<file path="src/rtl/core/blpd_pkg.sv">
// ----------------------------------------------------------------------------
// Backlight duty package
// Shared widths, register indexes, reset values and types for the backlight
// luminance to PWM duty block.
// ----------------------------------------------------------------------------
package blpd_pkg;

   localparam int DUTY_BITS_DEF  = 10;
   localparam int LUM_BITS_DEF   = 10;

   localparam int COEF_BITS      = 32;
   localparam int BMAX_BITS      = 16;
   localparam int CTL_BITS       = 17;
   localparam int CTL_ENABLE_BIT = 16;
   localparam int PERIOD_BITS    = 10;
   localparam int SCALE_BITS     = PERIOD_BITS + 1;
   localparam int FRAC_BITS      = 28;

   localparam int CSR_INDEX_BITS = 3;
   localparam int CSR_DATA_BITS  = 32;

   localparam logic [SCALE_BITS-1:0] SCALE_DISABLED = SCALE_BITS'(512);

   localparam logic [CSR_INDEX_BITS-1:0] REG_TOP_COEF_A        = 3'd0;
   localparam logic [CSR_INDEX_BITS-1:0] REG_TOP_COEF_B        = 3'd1;
   localparam logic [CSR_INDEX_BITS-1:0] REG_TOP_COEF_C        = 3'd2;
   localparam logic [CSR_INDEX_BITS-1:0] REG_BOT_COEF_A        = 3'd3;
   localparam logic [CSR_INDEX_BITS-1:0] REG_BOT_COEF_B        = 3'd4;
   localparam logic [CSR_INDEX_BITS-1:0] REG_BOT_COEF_C        = 3'd5;
   localparam logic [CSR_INDEX_BITS-1:0] REG_BRIGHTNESS_MAX    = 3'd6;
   localparam logic [CSR_INDEX_BITS-1:0] REG_CAP_BOTTOM_ENABLE = 3'd7;

   localparam logic signed [COEF_BITS-1:0] RST_TOP_COEF_A = 32'sd112251;
   localparam logic signed [COEF_BITS-1:0] RST_TOP_COEF_B = 32'sd178689430;
   localparam logic signed [COEF_BITS-1:0] RST_TOP_COEF_C = 32'sd16370949;
   localparam logic signed [COEF_BITS-1:0] RST_BOT_COEF_A = 32'sd299678;
   localparam logic signed [COEF_BITS-1:0] RST_BOT_COEF_B = 32'sd379599947;
   localparam logic signed [COEF_BITS-1:0] RST_BOT_COEF_C = 32'sd19270469;
   localparam logic [BMAX_BITS-1:0]        RST_BMAX       = 16'd512;

   typedef struct packed {
      logic signed [COEF_BITS-1:0] a;
      logic signed [COEF_BITS-1:0] b;
      logic signed [COEF_BITS-1:0] c;
   } coef_type;

   // Width of the scaled value that enters the divider.
   function automatic int div_bits(input int lum_bits);
      return 2 * lum_bits + 17;
   endfunction

endpackage

</file>
<file path="src/rtl/core/blpd_merge.sv">
// ----------------------------------------------------------------------------
// Duty merge stage
// Joins the two lane results, applies the optional bottom cap and holds the
// outgoing word.
// ----------------------------------------------------------------------------
module blpd_merge #(
   parameter int DUTY_BITS = blpd_pkg::DUTY_BITS_DEF
) (
   input  logic                 clock,
   input  logic                 enable,
   input  logic                 cap_en,
   input  logic [DUTY_BITS-1:0] duty_top,
   input  logic [DUTY_BITS-1:0] duty_bot,
   output logic [DUTY_BITS-1:0] duty_top_q,
   output logic [DUTY_BITS-1:0] duty_bot_q,
   output logic                 capped_q
);
   logic                 capped_in;
   logic [DUTY_BITS-1:0] duty_bot_in;
   logic [DUTY_BITS-1:0] duty_top_ff;
   logic [DUTY_BITS-1:0] duty_bot_ff;
   logic                 capped_ff;

   assign capped_in   = cap_en && (duty_bot > duty_top);
   assign duty_bot_in = capped_in ? duty_top : duty_bot;

   always_ff @(posedge clock) begin
      if (enable) begin
         duty_top_ff <= duty_top;
         duty_bot_ff <= duty_bot_in;
         capped_ff   <= capped_in;
      end
   end

   assign duty_top_q = duty_top_ff;
   assign duty_bot_q = duty_bot_ff;
   assign capped_q   = capped_ff;

endmodule

</file>
<file path="config.mk">
export PLATFORM = sky130hd
export DESIGN_NAME = blpd_merge
export DESIGN_NICKNAME = d
export VERILOG_FILES = /design/src/rtl/core/blpd_pkg.sv /design/src/rtl/core/blpd_merge.sv
export SDC_FILE = /design/constraint.sdc
export NUM_CORES = 1
export LEC_CHECK = 0
export ABC_AREA = 1
export BUFFER_PORTS_ARGS = -buffer_cell sky130_fd_sc_hd__buf_2
export CAP_MARGIN = 10
export CORE_MARGIN = 10
export CORE_UTILIZATION = 48
export CTS_BUF_LIST = sky130_fd_sc_hd__clkbuf_4 sky130_fd_sc_hd__clkbuf_8 sky130_fd_sc_hd__clkbuf_16
export CTS_CLUSTER_SIZE = 10
export DETAILED_ROUTE_END_ITERATION = 10
export GPL_ROUTABILITY_DRIVEN = 0
export GPL_TIMING_DRIVEN = 0
export PLACE_DENSITY = 0.85
export RECOVER_POWER = 100
export SKIP_LAST_GASP = 1
export SYNTH_ARGS = -nofsm -noshare
export SYNTH_HDL_FRONTEND = slang
export SYNTH_SLANG_ARGS = --single-unit
</file>
<file path="constraint.sdc">
create_clock -name clock -period 1.6 [get_ports clock]
set_input_delay 0.24 -clock clock [delete_from_list [all_inputs] [get_ports clock]]
set_output_delay 0.24 -clock clock [all_outputs]
set_load 0.01 [all_outputs]
</file>
Yosys cells after proc, flatten, opt, wreduce, memory -nomap -nowiden
Cells that the tools add are included.

word-level totals
  flip-flop bits (word level) = 21
  input port bits = 23
  output and inout bits = 21
  logic and storage cells = 6

operators by class
  order comparisons = 1
  multiplexer cells = 1
  reductions and logical operators = 1

operators with widths
  operator           count
  $gt 10x10->1       1
  $mux 10            1
  $logic_and 1x1->1  1

Longest topological paths before layout
Gate-level depths: netlist (run 1).

  depth after elaboration = 3
  mapped depth = 12
  gate-level depth less buffers = 11

Least setup slack after synthesis (run 1)
Ideal clock, no wire load.

  path kind = in2reg
  from = in duty_top[9]
  to = reg duty_bot_ff[0], in the netlist duty_bot_q[0] (data pin)
  library setup time = 0.251 ns
  arrival = 1.223 ns
  required time = 1.349 ns
  setup slack = 0.125 ns
  cell stages on the path = 9
  path buffers = 1
  cells stage by stage = inv_1 -> ha_1 -> nand2_2 -> inv_1 -> a21oi_2 -> nand3_2 -> buf_6 -> nand3_1 -> nand2_2

between the ends
  cells in the longest elaborated chain, start to end = 3

ends and longest elaborated chain
  item                      RTL line          source
  start: declaration        blpd_merge.sv:12  input logic [DUTY_BITS-1:0] duty_top,
  $gt 10x10->1              blpd_merge.sv:24  assign capped_in = cap_en && (duty_bot > duty_top);
  $logic_and 1x1->1         blpd_merge.sv:24
  $mux 10                   blpd_merge.sv:25  assign duty_bot_in = capped_in ? duty_top : duty_bot;
  named net duty_bot_in[0]  blpd_merge.sv:19  logic [DUTY_BITS-1:0] duty_bot_in;
  end signal: assignment    blpd_merge.sv:30  duty_bot_ff <= duty_bot_in;
  end: declaration          blpd_merge.sv:21  logic [DUTY_BITS-1:0] duty_bot_ff;

The timed path passes the listed nets, and every way through them passes these cells.
A chain may end at the register's enable or synchronous reset.

Final worst setup path (run 1)
  from = in duty_top[9]
  to = reg duty_bot_ff[2], in the netlist duty_bot_q[2] (data pin)

The elaborated chain is that of the path after synthesis.

==> results of run 1 <==
==> layout make-up <==
type                    count  area (sq um)
plain buffers               3          42.5
clock buffers               4          30.0
fillers                   193           867
inverters                  19          71.3
multi-input cells          65           424
flip-flops and latches     21           631
well taps                  28          35.0
repair buffers             43           175
==> per-layer routing <==
metal  up-vias  GRT usage (%)  part of all wire [%]
met2        27           19.0                    53
met1       389           10.8                    38
li1        445              -                     -
met4         0           6.87                   2.8
met5         -              0                     0
met3         6           2.57                   6.4
==> power groups by stage <==
| stage | Clock [mW] | Combinational (mW) | Sequential, mW |
|---|---|---|---|
| after floorplan | 0 | 0.140 | 0.720 |
| after global placement | 0 | 0.283 | 0.686 |
| after detailed placement | 0 | 0.295 | 0.688 |
| after CTS | 0.266 | 0.296 | 0.675 |
| after global routing | 0.304 | 0.310 | 0.683 |
| final | 0.271 | 0.272 | 0.677 |
==> cell families (layout without fill, tap and decap cells) <==
family	count (synthesis)	in the layout	share of synthesized area, %
AND/OR/NAND/NOR	53	53	24.6
adder cells (fa/ha/maj)	10	10	10.7
buffers and inverters	22	69	9.72
flip-flops	21	21	53.8
AO/OA/AOI/OAI	2	2	1.17
==> sequential cells by signal, summed over array words and instances, names as in the netlist <==
| name | cells |
|---|---|
| duty_bot_q | 10 |
| duty_top_q | 10 |
| capped_q | 1 |
==> stage by stage <==
stage	area (sq um)	setup slack (ps)	power, mW
floorplan	1170	125	0.860
global placement	1420	-44.2	0.968
detailed placement	1420	-119	0.983
CTS	1450	203	1.24
global route	1410	70.4	1.30
finish	1410	181	1.22
==> cells in the final DEF (no fill, tap or decap) <==
| master | count |
|---|---|
| inv_1 | 17 |
| nand2_2 | 19 |
| ha_1 | 10 |
| a21oi_1 | 1 |
| nand3_2 | 1 |
| nand3b_1 | 1 |
| nor2_4 | 1 |
| nand2_1 | 18 |
| a21oi_2 | 1 |
| nand3_1 | 11 |
| clkbuf_1 | 32 |
| buf_12 | 1 |
| buf_6 | 2 |
| nand2_4 | 1 |
| inv_2 | 2 |
| buf_2 | 11 |
| edfxtp_1 | 21 |
| nor2_1 | 1 |
| clkbuf_4 | 4 |
==> worst paths after layout <==
path,start,end
setup / recovery,duty_top[9],duty_bot_q[2]
hold / removal,duty_top[4],duty_top_q[4]
==> summary.md, run 1 <==
| Metric | Value |
|---|---|
| CTS max path bufs | 2 |
| Hold path cells | 1 |
| Vias | 867 |
| Initial antenna violation count | 0 |
| Remaining antenna violation count after routing | 0 |
| Leakage power | 0.655 nW |
| Actual slew at the worst max-slew pin | 1080 ps |
| Crit path kind | primary input to register |
| Final Routed Wirelength | 2500 microns |
| Routed len/inst | 13.7 microns |
| Layout cell share with drive strength beyond 1 | 27.7% |
| P&R area growth vs syn | 20.3% |
| Status | complete, no violations |
| CP arrival | 1500 ps |
| Cell Area, Synth | 1170 sq um |
| Setup Viol. Count Final | 0 |
| Design internal power | 0.884 mW |
| Sequential power share | 55.5% |
| Die Y | 69.4 microns |
| Net Sw Frac | 27.6% |
| IO Count | 44 |
| Worst hold slack | 167 ps |
| CTS tree | done |
| Max-slew violations | 0 |
| Combinational share of power | 22.3% |
| Post-synth EDFFs | 21 |
| WP depth | 10 |
| Primary FF master, synth | edfxtp_1 |
| Seq/Total Area, Yosys | 53.8% |
| Reg clk slew, reported paths | 120 ps |
| Postcts setup bufs | 0 |
| Largest net degree at the start of global routing | 22 |
| Vias in the first global route | 987 |
| Top cell type's share of synthesized area | 53.8% |
| Maximum vdd ir drop | 0.501 mV |
| Placed Cells | 179 |
| H-Tree Depth | 1 |
| Grt total ovfl | 0 |
| Synth cell types | 16 |
| CP max stage cell | ha_1 |
| Syn_nets | 141 |
| Post-synth top area cell | edfxtp_1 |
| Post-Syn Area per Cell | 10.8 sq um |
| Crit-path cells | clkbuf_1 -> inv_1 -> ha_1 -> nand2_2 -> inv_1 -> a21oi_2 -> nand3_2 -> buf_6 -> nand3_1 -> nand2_2 |
| Setup_tns | 0 ps |
| Syn Inst Count | 108 |
| Hold-fix buffers at CTS | 0 |
| Max incr delay on CP | 320 ps |
| IO buf count | 43 |
| DR iter-0 viols | 28 |
| Initial core utilization | 51.5% |
| Bufs and invs on worst path | 4 |
| Most common cell in the netlist | edfxtp_1 |
| Hold Vio Cnt, Final | 0 |
| Hold WC Path Type | primary input to register |
| Worst setup EP type | register |
| Core area | 2280 sq um |
| Final Non-Filler Cells | 183 |
| Final design utilization | 61.9% |
| Clk sinks | 21 |
| Die area | 4820 sq um |
| Worst relative slew slack | 27.7% |
| Clk pwr share | 22.2% |
| Async SR Flop Fraction | 0% |
| Tmin final | 1420 ps |
| First-pass GRT wire length | 4300 microns |
| Antenna cells | 0 |
| Yosys reg bits | 21 |
| Vias/cell | 4.74 |
| Gr usage total | 10.7% |
| CTS resizes | 0 |
| Switching Power | 0.336 mW |
| Residual DRC | 0 |
| Max Cap Viol | 0 |
| Post-synth top cells | 21 x edfxtp_1, 20 x nand2_2, 17 x inv_1, 17 x nand2_1, 11 x nand3_1 |
| Fmax | 705 MHz |
| CP Max Fanout | 10 |
| Total CTS buffers | 3 |
| Pre-antenna DRT Iters | 4 |
| Unrepaired setup endpoints after global routing | no |
| Root buffer cell | clkbuf_4 |
| Crit share post-route | 88.7% |
| Chip width | 69.4 microns |
| Critical path's top delay family | buffers and inverters |
| Fin nets | 189 |
| CP Launch Type | primary input |
| Yosys Warn Count | 0 |
| DP Wirelength | 2060 microns |
| Power per cell area | 866 nW/um^2 |
| FP Rows | 17 |
| Data required, critical path | 1680 ps |
| Synth area leaders | edfxtp_1 54%, ha_1 11%, nand2_2 11% |
Note: power is estimated with default switching activity, not from simulation.
==> inputs of run 2 (changes only) <==
--- a/config.mk
+++ b/config.mk
@@ -6,16 +6,17 @@
 export NUM_CORES = 1
 export LEC_CHECK = 0
 export ABC_AREA = 1
-export BUFFER_PORTS_ARGS = -buffer_cell sky130_fd_sc_hd__buf_2
 export CAP_MARGIN = 10
+export CORE_ASPECT_RATIO = 0.8
 export CORE_MARGIN = 10
-export CORE_UTILIZATION = 48
+export CORE_UTILIZATION = 60
 export CTS_BUF_LIST = sky130_fd_sc_hd__clkbuf_4 sky130_fd_sc_hd__clkbuf_8 sky130_fd_sc_hd__clkbuf_16
 export CTS_CLUSTER_SIZE = 10
 export DETAILED_ROUTE_END_ITERATION = 10
+export DONT_BUFFER_PORTS = 1
 export GPL_ROUTABILITY_DRIVEN = 0
 export GPL_TIMING_DRIVEN = 0
-export PLACE_DENSITY = 0.85
+export PLACE_DENSITY = 0.83
 export RECOVER_POWER = 100
 export SKIP_LAST_GASP = 1
 export SYNTH_ARGS = -nofsm -noshare
==> run 2 against run 1 <==
  * Clock power down 6%
  * Combinational power fell by 38%
  * Core utilization is 4.5 points higher
  * Worst hold slack got worse by 140 ps
  * Largest cell class unchanged
==> summary.md, run 2 (synthesis results as in run 1) <==
| Metric | Value |
|---|---|
| Remaining antenna violation count after routing | 0 |
| Largest net degree at the start of global routing | 22 |
| H-Tree Depth | 1 |
| Setup_tns | 0 ps |
| Actual slew at the worst max-slew pin | 191 ps |
| Vias | 724 |
| CP Launch Type | primary input |
| DR iter-0 viols | 31 |
| Commonest cells after routing, fill and taps aside | 25 x nand2_1, 21 x edfxtp_1, 17 x inv_1 |
| Vias in the first global route | 750 |
| Setup Viol. Count Final | 0 |
| Die area | 4130 sq um |
| Worst relative slew slack | 87.2% |
| CP Max Fanout | 10 |
| Most common cell after layout, fill and taps aside | nand2_1 |
| Power per cell area | 916 nW/um^2 |
| Leakage power | 0.585 nW |
| Fmax | 748 MHz |
| P&R area growth vs syn | 6.20% |
| Crit path kind | primary input to register |
| Hold Vio Cnt, Final | 0 |
| Root buffer cell | clkbuf_4 |
| Pre-antenna DRT Iters | 4 |
| Data required, critical path | 1670 ps |
| IO buf count | 0 |
| IO Count | 44 |
| Total CTS buffers | 3 |
| Grt total ovfl | 0 |
| Initial antenna violation count | 0 |
| Maximum vdd ir drop | 0.557 mV |
| Hold path cells | 0 |
| Final worst slack | 263 ps |
| Crit share post-route | 83.6% |
| Clk sinks | 21 |
| Setup slack at placement | -3.23 ps |
| CTS max path bufs | 2 |
| First-pass GRT wire length | 3880 microns |
| Hold WC Path Type | primary input to register |
| Vias/cell | 5.17 |
| Layout cell share with drive strength beyond 1 | 20.7% |
| Tmin final | 1340 ps |
| Worst setup EP type | register |
| Core area | 1870 sq um |
| CP arrival | 1410 ps |
| Max-slew violations | 0 |
| Residual DRC | 0 |
| Fin nets | 150 |
| Chip width | 69.4 microns |
| Max Cap Viol | 0 |
| CTS tree | done |
| Final Routed Wirelength | 2470 microns |
| Antenna cells | 0 |
| Routed len/inst | 17.6 microns |
| Die Y | 59.5 microns |
| Postcts setup bufs | 0 |
| FP Rows | 14 |
| Initial core utilization | 62.5% |
| Reg clk slew, reported paths | 120 ps |
| DP Wirelength | 1820 microns |
| Status | complete, no violations |
| Gr usage total | 11.8% |
| Unrepaired setup endpoints after global routing | no |
run 2: cell types whose count changed in the layout (fill, tap and decap cells not counted), sizes merged:
cell / before / now
dlygate4sd3: 0 / 4
clkinv: 0 / 1
buf: 14 / 3
clkbuf: 36 / 3
run 2: final timing paths:
path	from	to	slack, ps
worst max-delay path	duty_top[5]	duty_bot_q[8]	260
worst min-delay path	duty_top[5]	duty_top_q[5]	30
run 2: power breakdown:
part | switching (mW) | internal (mW)
registers | 0.0458 | 0.670
logic | 0.0955 | 0.0735
clock network | 0.162 | 0.0930
run 2: layout make-up:
cell class                 instances  area (sq um)
sequential                        21           631
fill                             151           631
multi-input combinational         65           402
inverter                          19          71.3
buffer                             3          42.5
timing repair buffer               4          40.0
tap                               24          30.0
clock buffer                       3          22.5
clock inverter                     1          5.00
run 2: stage by stage:
stage	utilization [%]	area (sq um)	power, mW	hold WS (ps)	instances
2_1_floorplan	-	1170	0.860	339	108
3_3_place_gp	64.1	1200	0.890	339	132
3_5_place_dp	64.1	1200	0.899	339	132
4_1_cts	65.6	1230	1.15	16.8	136
5_1_grt	66.4	1240	1.20	0.326	140
6_report	66.4	1240	1.14	26.4	140
run 2: repair_timing:
| item | CTS | global route |
|---|---|---|
| endpoints found under the hold margin | 0 | 4 |
| gates resized for setup | 0 | 0 |
| hold buffers | 0 | 4 |
run 2: worst max-delay path, cell delays in order:
cell and delay, ps:
inv_1 20, ha_1 280, nand2_1 70, nor2_1 160
nand3_1 110, nand3_1 180, nand2_4 80, buf_12 150
nand2_1 70, nand2_2 50
run 2: per-layer routing:
metal  track usage [%]  vias to the layer above  wire length [microns]
met4              4.30                        0                      9
met1              12.6                      327                    970
li1                  -                      365                      -
met5                 0                        -                      0
met2              19.8                       30                   1200
met3              6.20                        2                    284
